**src/design/cpu8_pkg.sv**
```systemverilog
// Shared types, operation codes and reset constants for the 8-bit execute unit.
package cpu8_pkg;

  localparam int unsigned DataWidth = 8;
  localparam int unsigned CmdWidth  = 6;
  localparam int unsigned CondWidth = 3;

  // Status register bit positions
  localparam int unsigned FlagC = 0;
  localparam int unsigned FlagZ = 1;
  localparam int unsigned FlagI = 2;
  localparam int unsigned FlagD = 3;
  localparam int unsigned FlagB = 4;
  localparam int unsigned FlagU = 5;
  localparam int unsigned FlagV = 6;
  localparam int unsigned FlagN = 7;

  localparam logic [DataWidth-1:0] SpReset     = 8'hFD;
  localparam logic [DataWidth-1:0] StatusReset = 8'h24;

  typedef enum logic [CmdWidth-1:0] {
    CMD_ADC = 6'd0,  CMD_SBC = 6'd1,  CMD_AND = 6'd2,  CMD_ORA = 6'd3,
    CMD_EOR = 6'd4,  CMD_ASL = 6'd5,  CMD_LSR = 6'd6,  CMD_ROL = 6'd7,
    CMD_ROR = 6'd8,  CMD_INC = 6'd9,  CMD_DEC = 6'd10, CMD_CMP = 6'd11,
    CMD_CPX = 6'd12, CMD_CPY = 6'd13, CMD_BIT = 6'd14, CMD_LDA = 6'd15,
    CMD_LDX = 6'd16, CMD_LDY = 6'd17, CMD_TAX = 6'd18, CMD_TAY = 6'd19,
    CMD_TSX = 6'd20, CMD_TXA = 6'd21, CMD_TXS = 6'd22, CMD_TYA = 6'd23,
    CMD_INX = 6'd24, CMD_INY = 6'd25, CMD_DEX = 6'd26, CMD_DEY = 6'd27,
    CMD_SEC = 6'd28, CMD_CLC = 6'd29, CMD_SEI = 6'd30, CMD_CLI = 6'd31,
    CMD_SED = 6'd32, CMD_CLD = 6'd33, CMD_CLV = 6'd34, CMD_STA = 6'd35,
    CMD_STX = 6'd36, CMD_STY = 6'd37, CMD_BRANCH = 6'd38, CMD_NOP = 6'd39
  } cmd_t;

  typedef enum logic [CondWidth-1:0] {
    COND_CC = 3'd0, COND_CS = 3'd1, COND_EQ = 3'd2, COND_MI = 3'd3,
    COND_NE = 3'd4, COND_PL = 3'd5, COND_VC = 3'd6, COND_VS = 3'd7
  } cond_t;

  typedef struct packed {
    logic [CmdWidth-1:0]  cmd;
    logic [DataWidth-1:0] operand;
    logic                 on_accumulator;
    logic [CondWidth-1:0] branch_cond;
  } in_item_t;

  typedef struct packed {
    logic [DataWidth-1:0] write_data;
    logic                 write_enable;
    logic                 branch_taken;
    logic [DataWidth-1:0] status_out;
  } out_item_t;

  // Architectural registers
  typedef struct packed {
    logic [DataWidth-1:0] acc;
    logic [DataWidth-1:0] x;
    logic [DataWidth-1:0] y;
    logic [DataWidth-1:0] sp;
    logic [DataWidth-1:0] status;
  } arch_t;

endpackage

```
**src/design/cpu8_alu.sv**
```systemverilog
// Combinational execute logic: one operation against the current registers.
module cpu8_alu (
  input  cpu8_pkg::in_item_t  item,
  input  cpu8_pkg::arch_t     cur,
  output cpu8_pkg::arch_t     nxt,
  output cpu8_pkg::out_item_t res
);

  logic [cpu8_pkg::DataWidth-1:0] p;
  logic [cpu8_pkg::DataWidth-1:0] addend;
  logic [cpu8_pkg::DataWidth:0]   sum;
  logic [cpu8_pkg::DataWidth-1:0] cmp_reg;
  logic [cpu8_pkg::DataWidth:0]   diff;
  logic [cpu8_pkg::DataWidth-1:0] sh_in;
  logic [cpu8_pkg::DataWidth-1:0] sh_out;
  logic                           sh_carry;
  logic [cpu8_pkg::DataWidth-1:0] nz_val;
  logic                           nz_upd;
  logic                           taken;
  cpu8_pkg::cmd_t                 op;

  function automatic logic [cpu8_pkg::DataWidth-1:0] put_nz(
    input logic [cpu8_pkg::DataWidth-1:0] st,
    input logic [cpu8_pkg::DataWidth-1:0] v
  );
    logic [cpu8_pkg::DataWidth-1:0] r;
    r = st;
    r[cpu8_pkg::FlagN] = v[cpu8_pkg::DataWidth-1];
    r[cpu8_pkg::FlagZ] = (v == '0);
    return r;
  endfunction

  assign op = cpu8_pkg::cmd_t'(item.cmd);

  // Shared adder for ADC and SBC (SBC adds the inverted operand)
  assign addend = (op == cpu8_pkg::CMD_SBC) ? ~item.operand : item.operand;
  assign sum    = {1'b0, cur.acc} + {1'b0, addend}
                + {{cpu8_pkg::DataWidth{1'b0}}, cur.status[cpu8_pkg::FlagC]};

  // Shared subtractor for the three compares
  always_comb begin
    case (op)
      cpu8_pkg::CMD_CPX: cmp_reg = cur.x;
      cpu8_pkg::CMD_CPY: cmp_reg = cur.y;
      default:           cmp_reg = cur.acc;
    endcase
  end
  assign diff = {1'b0, cmp_reg} - {1'b0, item.operand};

  // Shifter for ASL / LSR / ROL / ROR
  assign sh_in = item.on_accumulator ? cur.acc : item.operand;
  always_comb begin
    if (op == cpu8_pkg::CMD_ASL || op == cpu8_pkg::CMD_ROL) begin
      sh_carry = sh_in[cpu8_pkg::DataWidth-1];
      sh_out   = {sh_in[cpu8_pkg::DataWidth-2:0],
                  (op == cpu8_pkg::CMD_ROL) & cur.status[cpu8_pkg::FlagC]};
    end else begin
      sh_carry = sh_in[0];
      sh_out   = {(op == cpu8_pkg::CMD_ROR) & cur.status[cpu8_pkg::FlagC],
                  sh_in[cpu8_pkg::DataWidth-1:1]};
    end
  end

  always_comb begin
    case (cpu8_pkg::cond_t'(item.branch_cond))
      cpu8_pkg::COND_CC: taken = !cur.status[cpu8_pkg::FlagC];
      cpu8_pkg::COND_CS: taken =  cur.status[cpu8_pkg::FlagC];
      cpu8_pkg::COND_EQ: taken =  cur.status[cpu8_pkg::FlagZ];
      cpu8_pkg::COND_MI: taken =  cur.status[cpu8_pkg::FlagN];
      cpu8_pkg::COND_NE: taken = !cur.status[cpu8_pkg::FlagZ];
      cpu8_pkg::COND_PL: taken = !cur.status[cpu8_pkg::FlagN];
      cpu8_pkg::COND_VC: taken = !cur.status[cpu8_pkg::FlagV];
      default:           taken =  cur.status[cpu8_pkg::FlagV];
    endcase
  end

  always_comb begin
    nxt    = cur;
    res    = '0;
    p      = cur.status;
    nz_val = '0;
    nz_upd = 1'b0;
    case (op)
      cpu8_pkg::CMD_ADC, cpu8_pkg::CMD_SBC: begin
        p[cpu8_pkg::FlagC] = sum[cpu8_pkg::DataWidth];
        p[cpu8_pkg::FlagV] = ~(cur.acc[7] ^ addend[7]) & (cur.acc[7] ^ sum[7]);
        nxt.acc = sum[cpu8_pkg::DataWidth-1:0];
        nz_val  = sum[cpu8_pkg::DataWidth-1:0];
        nz_upd  = 1'b1;
      end
      cpu8_pkg::CMD_AND: begin
        nxt.acc = cur.acc & item.operand; nz_val = nxt.acc; nz_upd = 1'b1;
      end
      cpu8_pkg::CMD_ORA: begin
        nxt.acc = cur.acc | item.operand; nz_val = nxt.acc; nz_upd = 1'b1;
      end
      cpu8_pkg::CMD_EOR: begin
        nxt.acc = cur.acc ^ item.operand; nz_val = nxt.acc; nz_upd = 1'b1;
      end
      cpu8_pkg::CMD_ASL, cpu8_pkg::CMD_LSR, cpu8_pkg::CMD_ROL, cpu8_pkg::CMD_ROR: begin
        p[cpu8_pkg::FlagC] = sh_carry;
        nz_val = sh_out;
        nz_upd = 1'b1;
        if (item.on_accumulator) begin
          nxt.acc = sh_out;
        end else begin
          res.write_data   = sh_out;
          res.write_enable = 1'b1;
        end
      end
      cpu8_pkg::CMD_INC: begin
        res.write_data   = item.operand + 8'd1;
        res.write_enable = 1'b1;
        nz_val = res.write_data; nz_upd = 1'b1;
      end
      cpu8_pkg::CMD_DEC: begin
        res.write_data   = item.operand - 8'd1;
        res.write_enable = 1'b1;
        nz_val = res.write_data; nz_upd = 1'b1;
      end
      cpu8_pkg::CMD_CMP, cpu8_pkg::CMD_CPX, cpu8_pkg::CMD_CPY: begin
        p[cpu8_pkg::FlagC] = !diff[cpu8_pkg::DataWidth];
        nz_val = diff[cpu8_pkg::DataWidth-1:0]; nz_upd = 1'b1;
      end
      cpu8_pkg::CMD_BIT: begin
        p[cpu8_pkg::FlagN] = item.operand[7];
        p[cpu8_pkg::FlagV] = item.operand[6];
        p[cpu8_pkg::FlagZ] = ((item.operand & cur.acc) == '0);
      end
      cpu8_pkg::CMD_LDA: begin nxt.acc = item.operand; nz_val = item.operand; nz_upd = 1'b1; end
      cpu8_pkg::CMD_LDX: begin nxt.x = item.operand; nz_val = item.operand; nz_upd = 1'b1; end
      cpu8_pkg::CMD_LDY: begin nxt.y = item.operand; nz_val = item.operand; nz_upd = 1'b1; end
      cpu8_pkg::CMD_TAX: begin nxt.x = cur.acc; nz_val = cur.acc; nz_upd = 1'b1; end
      cpu8_pkg::CMD_TAY: begin nxt.y = cur.acc; nz_val = cur.acc; nz_upd = 1'b1; end
      cpu8_pkg::CMD_TSX: begin nxt.x = cur.sp; nz_val = cur.sp; nz_upd = 1'b1; end
      cpu8_pkg::CMD_TXA: begin nxt.acc = cur.x; nz_val = cur.x; nz_upd = 1'b1; end
      cpu8_pkg::CMD_TXS: nxt.sp = cur.x;
      cpu8_pkg::CMD_TYA: begin nxt.acc = cur.y; nz_val = cur.y; nz_upd = 1'b1; end
      cpu8_pkg::CMD_INX: begin nxt.x = cur.x + 8'd1; nz_val = nxt.x; nz_upd = 1'b1; end
      cpu8_pkg::CMD_INY: begin nxt.y = cur.y + 8'd1; nz_val = nxt.y; nz_upd = 1'b1; end
      cpu8_pkg::CMD_DEX: begin nxt.x = cur.x - 8'd1; nz_val = nxt.x; nz_upd = 1'b1; end
      cpu8_pkg::CMD_DEY: begin nxt.y = cur.y - 8'd1; nz_val = nxt.y; nz_upd = 1'b1; end
      cpu8_pkg::CMD_SEC: p[cpu8_pkg::FlagC] = 1'b1;
      cpu8_pkg::CMD_CLC: p[cpu8_pkg::FlagC] = 1'b0;
      cpu8_pkg::CMD_SEI: p[cpu8_pkg::FlagI] = 1'b1;
      cpu8_pkg::CMD_CLI: p[cpu8_pkg::FlagI] = 1'b0;
      cpu8_pkg::CMD_SED: p[cpu8_pkg::FlagD] = 1'b1;
      cpu8_pkg::CMD_CLD: p[cpu8_pkg::FlagD] = 1'b0;
      cpu8_pkg::CMD_CLV: p[cpu8_pkg::FlagV] = 1'b0;
      cpu8_pkg::CMD_STA: begin res.write_data = cur.acc; res.write_enable = 1'b1; end
      cpu8_pkg::CMD_STX: begin res.write_data = cur.x; res.write_enable = 1'b1; end
      cpu8_pkg::CMD_STY: begin res.write_data = cur.y; res.write_enable = 1'b1; end
      cpu8_pkg::CMD_BRANCH: res.branch_taken = taken;
      default: ;
    endcase
    if (nz_upd) begin
      p = put_nz(p, nz_val);
    end
    nxt.status     = p;
    res.status_out = p;
  end

endmodule

```
**src/design/cpu8_regfile.sv**
```systemverilog
// Architectural register file: A, X, Y, stack pointer and status.
module cpu8_regfile (
  input  logic            clk,
  input  logic            rst_n,
  input  logic            upd_en,
  input  cpu8_pkg::arch_t arch_nxt,
  output cpu8_pkg::arch_t arch
);

  cpu8_pkg::arch_t arch_r;

  always_ff @(posedge clk) begin
    if (!rst_n) begin
      arch_r.acc    <= '0;
      arch_r.x      <= '0;
      arch_r.y      <= '0;
      arch_r.sp     <= cpu8_pkg::SpReset;
      arch_r.status <= cpu8_pkg::StatusReset;
    end else if (upd_en) begin
      arch_r <= arch_nxt;
    end
  end

  assign arch = arch_r;

endmodule

```
**src/design/cpu8_alu_register_execute_top.sv**
```systemverilog
// Top level of the 8-bit execute unit: input register, execute logic, result register.
//
//  channel | ports                         | direction | payload
//  --------+-------------------------------+-----------+------------------------------
//  in      | in_valid, in_ready, in_data   | to unit   | cmd, operand, on_accumulator,
//          |                               |           | branch_cond
//  out     | out_valid, out_ready, out_data| from unit | write_data, write_enable,
//          |                               |           | branch_taken, status_out
//
// One transaction per clock sustained while out_ready stays high. A transaction is
// held in the input register and moves to the result register when the result
// register is free or draining, which then raises out_valid.
// Execution and the register file update happen in the same cycle, so the next
// transaction always sees the registers left by the one before it.
// Synchronous active-low reset clears both valid flags and loads A/X/Y = 0,
// SP = 0xFD, status = 0x24.
// A stall on out_ready holds the result register and the input register; the
// input side still takes one more transaction while the result waits.
module cpu8_alu_register_execute_top (
  input  logic                clk,
  input  logic                rst_n,
  input  logic                in_valid,
  output logic                in_ready,
  input  cpu8_pkg::in_item_t  in_data,
  output logic                out_valid,
  input  logic                out_ready,
  output cpu8_pkg::out_item_t out_data
);

  cpu8_pkg::in_item_t  in_r;
  logic                in_vld_r;
  cpu8_pkg::out_item_t out_r;
  logic                out_vld_r;

  cpu8_pkg::arch_t     arch;
  cpu8_pkg::arch_t     arch_nxt;
  cpu8_pkg::out_item_t res;
  logic                advance;

  // Execute the held transaction when the result register is free or draining
  assign advance  = in_vld_r && (!out_vld_r || out_ready);
  assign in_ready = !in_vld_r || advance;

  // Input register: load on acceptance, drop valid once executed
  always_ff @(posedge clk) begin
    if (!rst_n) begin
      in_vld_r <= 1'b0;
    end else if (in_ready) begin
      in_vld_r <= in_valid;
    end
  end

  always_ff @(posedge clk) begin
    if (in_valid && in_ready) begin
      in_r <= in_data;
    end
  end

  cpu8_alu u_alu (
    .item (in_r),
    .cur  (arch),
    .nxt  (arch_nxt),
    .res  (res)
  );

  // Commit register state only when the transaction moves to the result side
  cpu8_regfile u_regfile (
    .clk      (clk),
    .rst_n    (rst_n),
    .upd_en   (advance),
    .arch_nxt (arch_nxt),
    .arch     (arch)
  );

  // Result register: advance on execute, hold while stalled
  always_ff @(posedge clk) begin
    if (!rst_n) begin
      out_vld_r <= 1'b0;
    end else if (advance) begin
      out_vld_r <= 1'b1;
    end else if (out_ready) begin
      out_vld_r <= 1'b0;
    end
  end

  always_ff @(posedge clk) begin
    if (advance) begin
      out_r <= res;
    end
  end

  assign out_valid = out_vld_r;
  assign out_data  = out_r;

  // B and U status bits are never touched by any operation
  a_status_fixed_bits: assert property (@(posedge clk) disable iff (!rst_n)
    out_vld_r |-> (out_r.status_out[cpu8_pkg::FlagU] &&
                   !out_r.status_out[cpu8_pkg::FlagB]))
    else $error("status B/U bits corrupted");

  // No write strobe means a zero data byte
  a_wdata_zero: assert property (@(posedge clk) disable iff (!rst_n)
    (out_vld_r && !out_r.write_enable) |-> (out_r.write_data == '0))
    else $error("write_data nonzero without write_enable");

  // Registers hold when nothing executes
  a_arch_hold: assert property (@(posedge clk) disable iff (!rst_n)
    (rst_n && !advance) |=> $stable(arch))
    else $error("register state changed without execute");

  // Stack pointer changes only through TXS
  a_sp_txs_only: assert property (@(posedge clk) disable iff (!rst_n)
    (rst_n && !(advance && in_r.cmd == cpu8_pkg::CMD_TXS)) |=> $stable(arch.sp))
    else $error("stack pointer changed outside TXS");

  // Branch result only for a branch transaction
  a_branch_only: assert property (@(posedge clk) disable iff (!rst_n)
    (advance && in_r.cmd != cpu8_pkg::CMD_BRANCH) |=> !out_r.branch_taken)
    else $error("branch_taken set for non-branch");

endmodule
```
**config.mk**
```make
export PLATFORM = sky130hd
export DESIGN_NAME = cpu8_alu_register_execute_top
export DESIGN_NICKNAME = d
export VERILOG_FILES = /design/src/design/cpu8_pkg.sv /design/src/design/cpu8_alu.sv /design/src/design/cpu8_regfile.sv /design/src/design/cpu8_alu_register_execute_top.sv
export SDC_FILE = /design/constraint.sdc
export NUM_CORES = 1
export LEC_CHECK = 0
export BUFFER_PORTS_ARGS = -buffer_cell sky130_fd_sc_hd__buf_2
export CAP_MARGIN = 10
export CELL_PAD_IN_SITES_DETAIL_PLACEMENT = 1
export CELL_PAD_IN_SITES_GLOBAL_PLACEMENT = 1
export CORE_MARGIN = 2
export CORE_UTILIZATION = 52
export DETAILED_ROUTE_END_ITERATION = 8
export PLACE_DENSITY = 0.89
export SLEW_MARGIN = 15
export SYNTH_ARGS = -nofsm -noshare
export SYNTH_HDL_FRONTEND = slang
export SYNTH_HIERARCHICAL = 1
export SYNTH_SLANG_ARGS = --single-unit
```
**constraint.sdc**
```tcl
create_clock -name clk -period 10.3 [get_ports clk]
set_input_delay 2.575 -clock clk [delete_from_list [all_inputs] [get_ports clk]]
set_output_delay 2.575 -clock clk [all_outputs]
set_load 0.01 [all_outputs]
```
==> metrics, run 1 <==
Avg Synthesized Cell Area=8.61 um^2; buffer and inverter count on the worst path=2; Max Fanout on Critical Path=2; delay-heaviest family, CP=buffers and inverters; worst r2r src=in_r[16]$_DFFE_PP_; Crit. End Element=output pin; RSZ-0062 raised after global routing=false; worst path cell trace=buf_2 > nand3b_4 > buf_2; PwrDens=110 mW/mm^2; Register-to-Register Path Depth=17; Post-synth ARST share=0%; die height=121 um; crit path kind=input port to output pin; Clock Tree Buf Depth=2; Hold WC Path Type=flop to flop; Synth Cell Area=0.00715 mm^2; status=finished clean; VDD IR-drop max=92.6 uV; drt total wl=28.5 mm; initial antenna violation count=0; Placer Congestion=0.980; Iteration-0 DRC Markers=946; arrival time at the worst endpoint=3.00 ns; skew final=0.0107 ns; H-tree depth=3; slowest stage delay, CP=0.15 ns; Setup Buffers After CTS=0; setup ws final=4.73 ns; global route overflow=0; EDFF count, synth=36; Final min period=5.57 ns; Met3 Routed Length=2.52 mm; final period utilization=54.1%; CTS tree=done; Max-Cap Viols=0; Min Hold Slack=0.466 ns; DR pass1 iterations=6; Residual DRC=0; Highest Clock Rate=0.179 GHz; routed vias=7236; core area=0.0133 mm^2; die area=0.0147 mm^2; Yosys warnings=6; Crit path required time=7.73 ns; clock latency on the worst-skew pair=0.36 ns; fin util=56.7%; crit-path most repeated cell=buf_2; largest net degree at the start of global routing=59; Main synth FF type=dfxtp_1; Post-DP HPWL=20.8 mm; # IOs=42; row count=42; highest metal used=met4; area grow syn2layout=5.76%; CTS buffer count=9; Layout Nets=884; ANT cells=0; clock root buffer=clkbuf_16; Yosys cell types=80; DRT antenna net count=0; vias in the first global route=7280; Starting Density=53.6%; pre-CTS setup slack=4.73 ns; layout cell share with drive strength beyond 1=11.9%; Final TNS setup=0 ns; Syn Nets=894; final hold vios=0; clk slew on worst S/H paths=0.07 ns; DRT met1 WL=11.4 mm; Fillers=1563; Worst Setup SP=out_ready; CP Depth=3; worst reg2reg setup slack=5.22 ns; worst slew pin tran=0.970 ns; gr usage total=38.9%; CP Capture Point=in_ready; Die X=121 um; cell count after synthesis=831; final-report max-slew violation count=0; final setup fails=0; drt wl/cell=28.4 um; register bit total from synthesis=78; Worst path slowest cell=nand3b_4; startpoint types=input port; worst reg2reg endpoint=u_regfile/arch[1]$_SDFFE_PN0P_; first-pass GRT wire length=42.9 mm; CTS sink cnt=78; Hold-fix buffers, CTS=0; Via density=7.22; Worst slew margin=35.3%; routed length on met2=13.4 mm; Leak Pwr=2.82 nW; PortBufs=41; sequential share of the synthesized area=26.9%; # resized after CTS=0
[final cells by class]
cell class | instances | area [um^2] | area share [%]
well taps | 176 | 220 | 2.91
repair buffers | 49 | 265 | 3.51
flip-flops and latches | 78 | 1920 | 25.4
inverters | 32 | 120 | 1.59
clock buffers | 9 | 225 | 2.98
multi-input cells | 651 | 4730 | 62.5
clock inverters | 7 | 80.1 | 1.06
[flip-flops by register name (all words and copies together), names as in the netlist]
register        count
u_regfile/arch     40
in_r               18
out_data           18
in_vld_r            1
out_valid           1
[cells in the final DEF (no fill, tap or decap), types with 7 or more instances in the layout]
| cell | synthesis | final |
|---|---|---|
| nand2b_1 | 12 | 12 |
| a31oi_1 | 8 | 8 |
| o21ai_0 | 32 | 32 |
| a22oi_1 | 16 | 16 |
| inv_1 | 32 | 32 |
| buf_4 | 12 | 8 |
| mux2i_1 | 60 | 60 |
| nand3_1 | 22 | 22 |
| a211oi_1 | 10 | 10 |
| nor2_1 | 61 | 61 |
| o22ai_1 | 10 | 10 |
| a222oi_1 | 16 | 16 |
| xor2_1 | 7 | 7 |
| nor2b_1 | 45 | 44 |
| clkbuf_16 | 0 | 9 |
| dfxtp_1 | 42 | 42 |
| and3_1 | 11 | 11 |
| a221oi_1 | 15 | 15 |
| xnor2_1 | 15 | 15 |
| buf_2 | 8 | 41 |
| edfxtp_1 | 36 | 36 |
| nand2_1 | 83 | 83 |
| nand4_1 | 7 | 7 |
| and2_1 | 8 | 8 |
| ha_1 | 38 | 38 |
| a21oi_1 | 34 | 33 |
| a221o_1 | 12 | 12 |
| mux2_2 | 7 | 7 |
[logic make-up (layout without fill, tap and decap cells)]
family | after synthesis | count (layout) | synth area share (%)
multiplexers | 72 | 72 | 11.1
adder cells (fa/ha/maj) | 41 | 41 | 7.49
flip-flops | 78 | 78 | 26.9
AO/OA/AOI/OAI | 219 | 219 | 22.4
XOR/XNOR | 22 | 22 | 2.69
buffers and inverters | 102 | 97 | 7.24
AND/OR/NAND/NOR | 297 | 297 | 22.3
[how the worst min path moves through the flow]
stage	from	end	slack, ns	depth (start not counted)
after floorplan	u_regfile/arch[2]$_SDFFE_PN1P_	u_regfile/arch[2]$_SDFFE_PN1P_	0.43	2
after global placement	u_regfile/arch[4]$_SDFFE_PN0P_	out_data[4]$_DFFE_PP_	0.44	0
after detailed placement	u_regfile/arch[5]$_SDFFE_PN1P_	out_data[5]$_DFFE_PP_	0.45	0
after CTS	u_regfile/arch[5]$_SDFFE_PN1P_	out_data[5]$_DFFE_PP_	0.46	0
after global routing	u_regfile/arch[5]$_SDFFE_PN1P_	out_data[5]$_DFFE_PP_	0.48	0
final	u_regfile/arch[5]$_SDFFE_PN1P_	out_data[5]$_DFFE_PP_	0.47	0
[stage by stage]
| stage | power (mW) | instances | area, um^2 |
|---|---|---|---|
| floorplan | 0.450 | 831 | 7150 |
| global route | 0.855 | 1002 | 7560 |
| CTS | 0.828 | 1002 | 7560 |
| finish | 0.834 | 1002 | 7560 |
| detailed placement | 0.491 | 986 | 7250 |
| global placement | 0.484 | 986 | 7250 |
[cells in the mapped netlist (8+ instances only)]
master    count  area, um^2
buf_2         8        40.0
mux2i_1      60         601
xnor2_1      15         131
a221oi_1     15         131
nor2_1       61         229
buf_4        12        90.1
nand2_1      83         312
o22ai_1      10        62.6
a222oi_1     16         160
o21ai_0      32         160
ha_1         38         475
a22oi_1      16         120
a21oi_1      34         170
dfxtp_1      42         841
a221o_1      12         120
edfxtp_1     36        1080
inv_1        32         120
and3_1       11        68.8
nand3_1      22         110
a31oi_1       8        50.1
nand2b_1     12        75.1
and2_1        8        50.1
clkbuf_1     42         158
a211oi_1     10        75.1
nor2b_1      45         282
[layer usage]
| layer | track usage [%] | vias to the layer above |
|---|---|---|
| met1 | 49.9 | 3596 |
| met5 | 0 | - |
| met2 | 64.9 | 469 |
| li1 | - | 3080 |
| met4 | 16.0 | 0 |
| met3 | 6.58 | 91 |
[report_power, final]
part           switching [mW]  internal (mW)
clock                   0.151          0.191
combinational          0.0820         0.0509
sequential             0.0231          0.335
total                   0.256          0.577
Note: power is estimated with default switching activity, not from simulation.
==> run 2: changes to the inputs <==
CORE_UTILIZATION = 48   (was 52)
PLACE_DENSITY = 0.83   (was 0.89)
clock period = 5.2 ns   (was 10.3 ns; I/O delays follow)
==> run 2 against run 1 <==
Compared with the run above:
- combinational power grew 100%
- sequential power increased by 96%
- clock skew rose by 0.0015 ns
- flip-flop and latch count unchanged
- first-iteration DRC count decreased by 5.6%
- register-to-register slack worse by 4.6 ns
- clock power rose by 86%
- count of clock-buffer cells in the layout is the same
- power increased by 93%
- non-clock buffer count increased by 12
- design area increased by 1.1%
- hold slack worse by 0.00083 ns
==> metrics, run 2 (synthesis results as in run 1) <==
Die X=126 um; Leak Pwr=2.88 nW; CTS sink cnt=78; vias in the first global route=7043; Crit. End Element=flop; Iteration-0 DRC Markers=893; Max Fanout on Critical Path=15; RSZ-0062 raised after global routing=false; startpoint types=flop; Clock Tree Buf Depth=2; Area after DPL=0.00736 mm^2; Hold WC Path Type=flop to flop; PortBufs=41; skew final=0.0122 ns; Layout Nets=896; crit path kind=flop to flop; final-report max-slew violation count=0; # IOs=42; most frequent cells in the layout=82 x nand2_1, 61 x nor2_1, 60 x mux2i_1; Worst slew margin=21.5%; Placer Congestion=0.991; Crit path required time=5.50 ns; Final TNS setup=0 ns; final hold vios=0; clock root buffer=clkbuf_16; Highest Clock Rate=0.217 GHz; final period utilization=88.8%; DR pass1 iterations=7; commonest non-fill, non-tap cell in the layout=nand2_1; routed vias=7052; layout cell share with drive strength beyond 1=13.4%; Max-Cap Viols=0; clock latency on the worst-skew pair=0.36 ns; Post-DP HPWL=21.1 mm; global route overflow=0; ANT cells=0; largest net degree at the start of global routing=43; DRT antenna net count=0; H-tree depth=3; CTS buffer count=9; die area=0.0159 mm^2; status=finished clean; drt wl/cell=27.8 um; PwrDens=211 mW/mm^2; fin util=52.6%; Final min period=4.62 ns; die height=126 um; clk slew on worst S/H paths=0.07 ns; Residual DRC=0; row count=44; worst slew pin tran=1.16 ns; crit-path most repeated cell=fa_1; delay-heaviest family, CP=simple AND/OR/NAND/NOR gates; initial antenna violation count=0; area grow syn2layout=6.93%; arrival time at the worst endpoint=4.91 ns; Starting Density=49.2%; VDD IR-drop max=163 uV; fin area=0.00765 mm^2; core area=0.0145 mm^2; final setup fails=0; buffer and inverter count on the worst path=1; first-pass GRT wire length=42.5 mm; Via density=6.90; Worst path slowest cell=edfxtp_1; CTS tree=done; slowest stage delay, CP=0.59 ns; drt total wl=28.4 mm; worst path cell trace=nor2_1 > and2_1 > nand2_2 > xnor2_1 > fa_1 > inv_1 > fa_1 > xor2_1 > nor3b_1 > o2bb2ai_1 > a211oi_1 > nand4_1 > nor4_1 > nand3_1 > nor4_2 > mux2i_1 > nor2b_1; Setup Buffers After CTS=0; gr usage total=35.2%; max reg flops=40
[run 2: per-stage QoR]
stage                     power (mW)  hold slack (ns)  instances  worst slack [ns]
after floorplan                0.891            0.435        831              1.15
after detailed placement       0.977            0.446       1006             0.625
after CTS                       1.61            0.467       1022             0.576
after global routing            1.67            0.481       1022             0.115
final                           1.61            0.465       1022             0.584
after global placement         0.968            0.436       1006             0.916
[run 2: final cells by class]
class,count,area (um^2)
Clock buffer,9,225
Fill cell,1728,6890
Tap cell,184,230
Inverter,32,120
Timing Repair Buffer,61,355
Multi-Input combinational cell,651,4730
Sequential cell,78,1920
Clock inverter,7,62.6
[run 2: layer usage]
layer,share of wire (%),track usage (%),wire length (um)
met5,0,0,0
met4,3.4,11.8,953
met3,9.8,8.20,2780
met2,46,56.3,13100
met1,41,47.1,11600
[run 2: repair_timing]
item | CTS | global route
hold buffers | 0 | 0
resized for setup | 0 | 1
endpoints found under the setup margin | 0 | 1
[run 2: path summary, 6_finish.rpt]
kind | startpoint | to | slack [ns] | cells past startpoint
hold reg to reg | u_regfile/arch[4]$_SDFFE_PN0P_ | out_data[4]$_DFFE_PP_ | 0.47 | 0
setup / recovery | in_r[17]$_DFFE_PP_ | u_regfile/arch[1]$_SDFFE_PN0P_ | 0.58 | 17
hold / removal | u_regfile/arch[4]$_SDFFE_PN0P_ | out_data[4]$_DFFE_PP_ | 0.47 | 0
setup reg to reg | in_r[17]$_DFFE_PP_ | u_regfile/arch[1]$_SDFFE_PN0P_ | 0.58 | 17
[run 2: power breakdown]
part | internal, mW | switching [mW] | total, mW
clock network | 0.336 | 0.302 | 0.638
logic | 0.104 | 0.168 | 0.272
registers | 0.663 | 0.0380 | 0.701
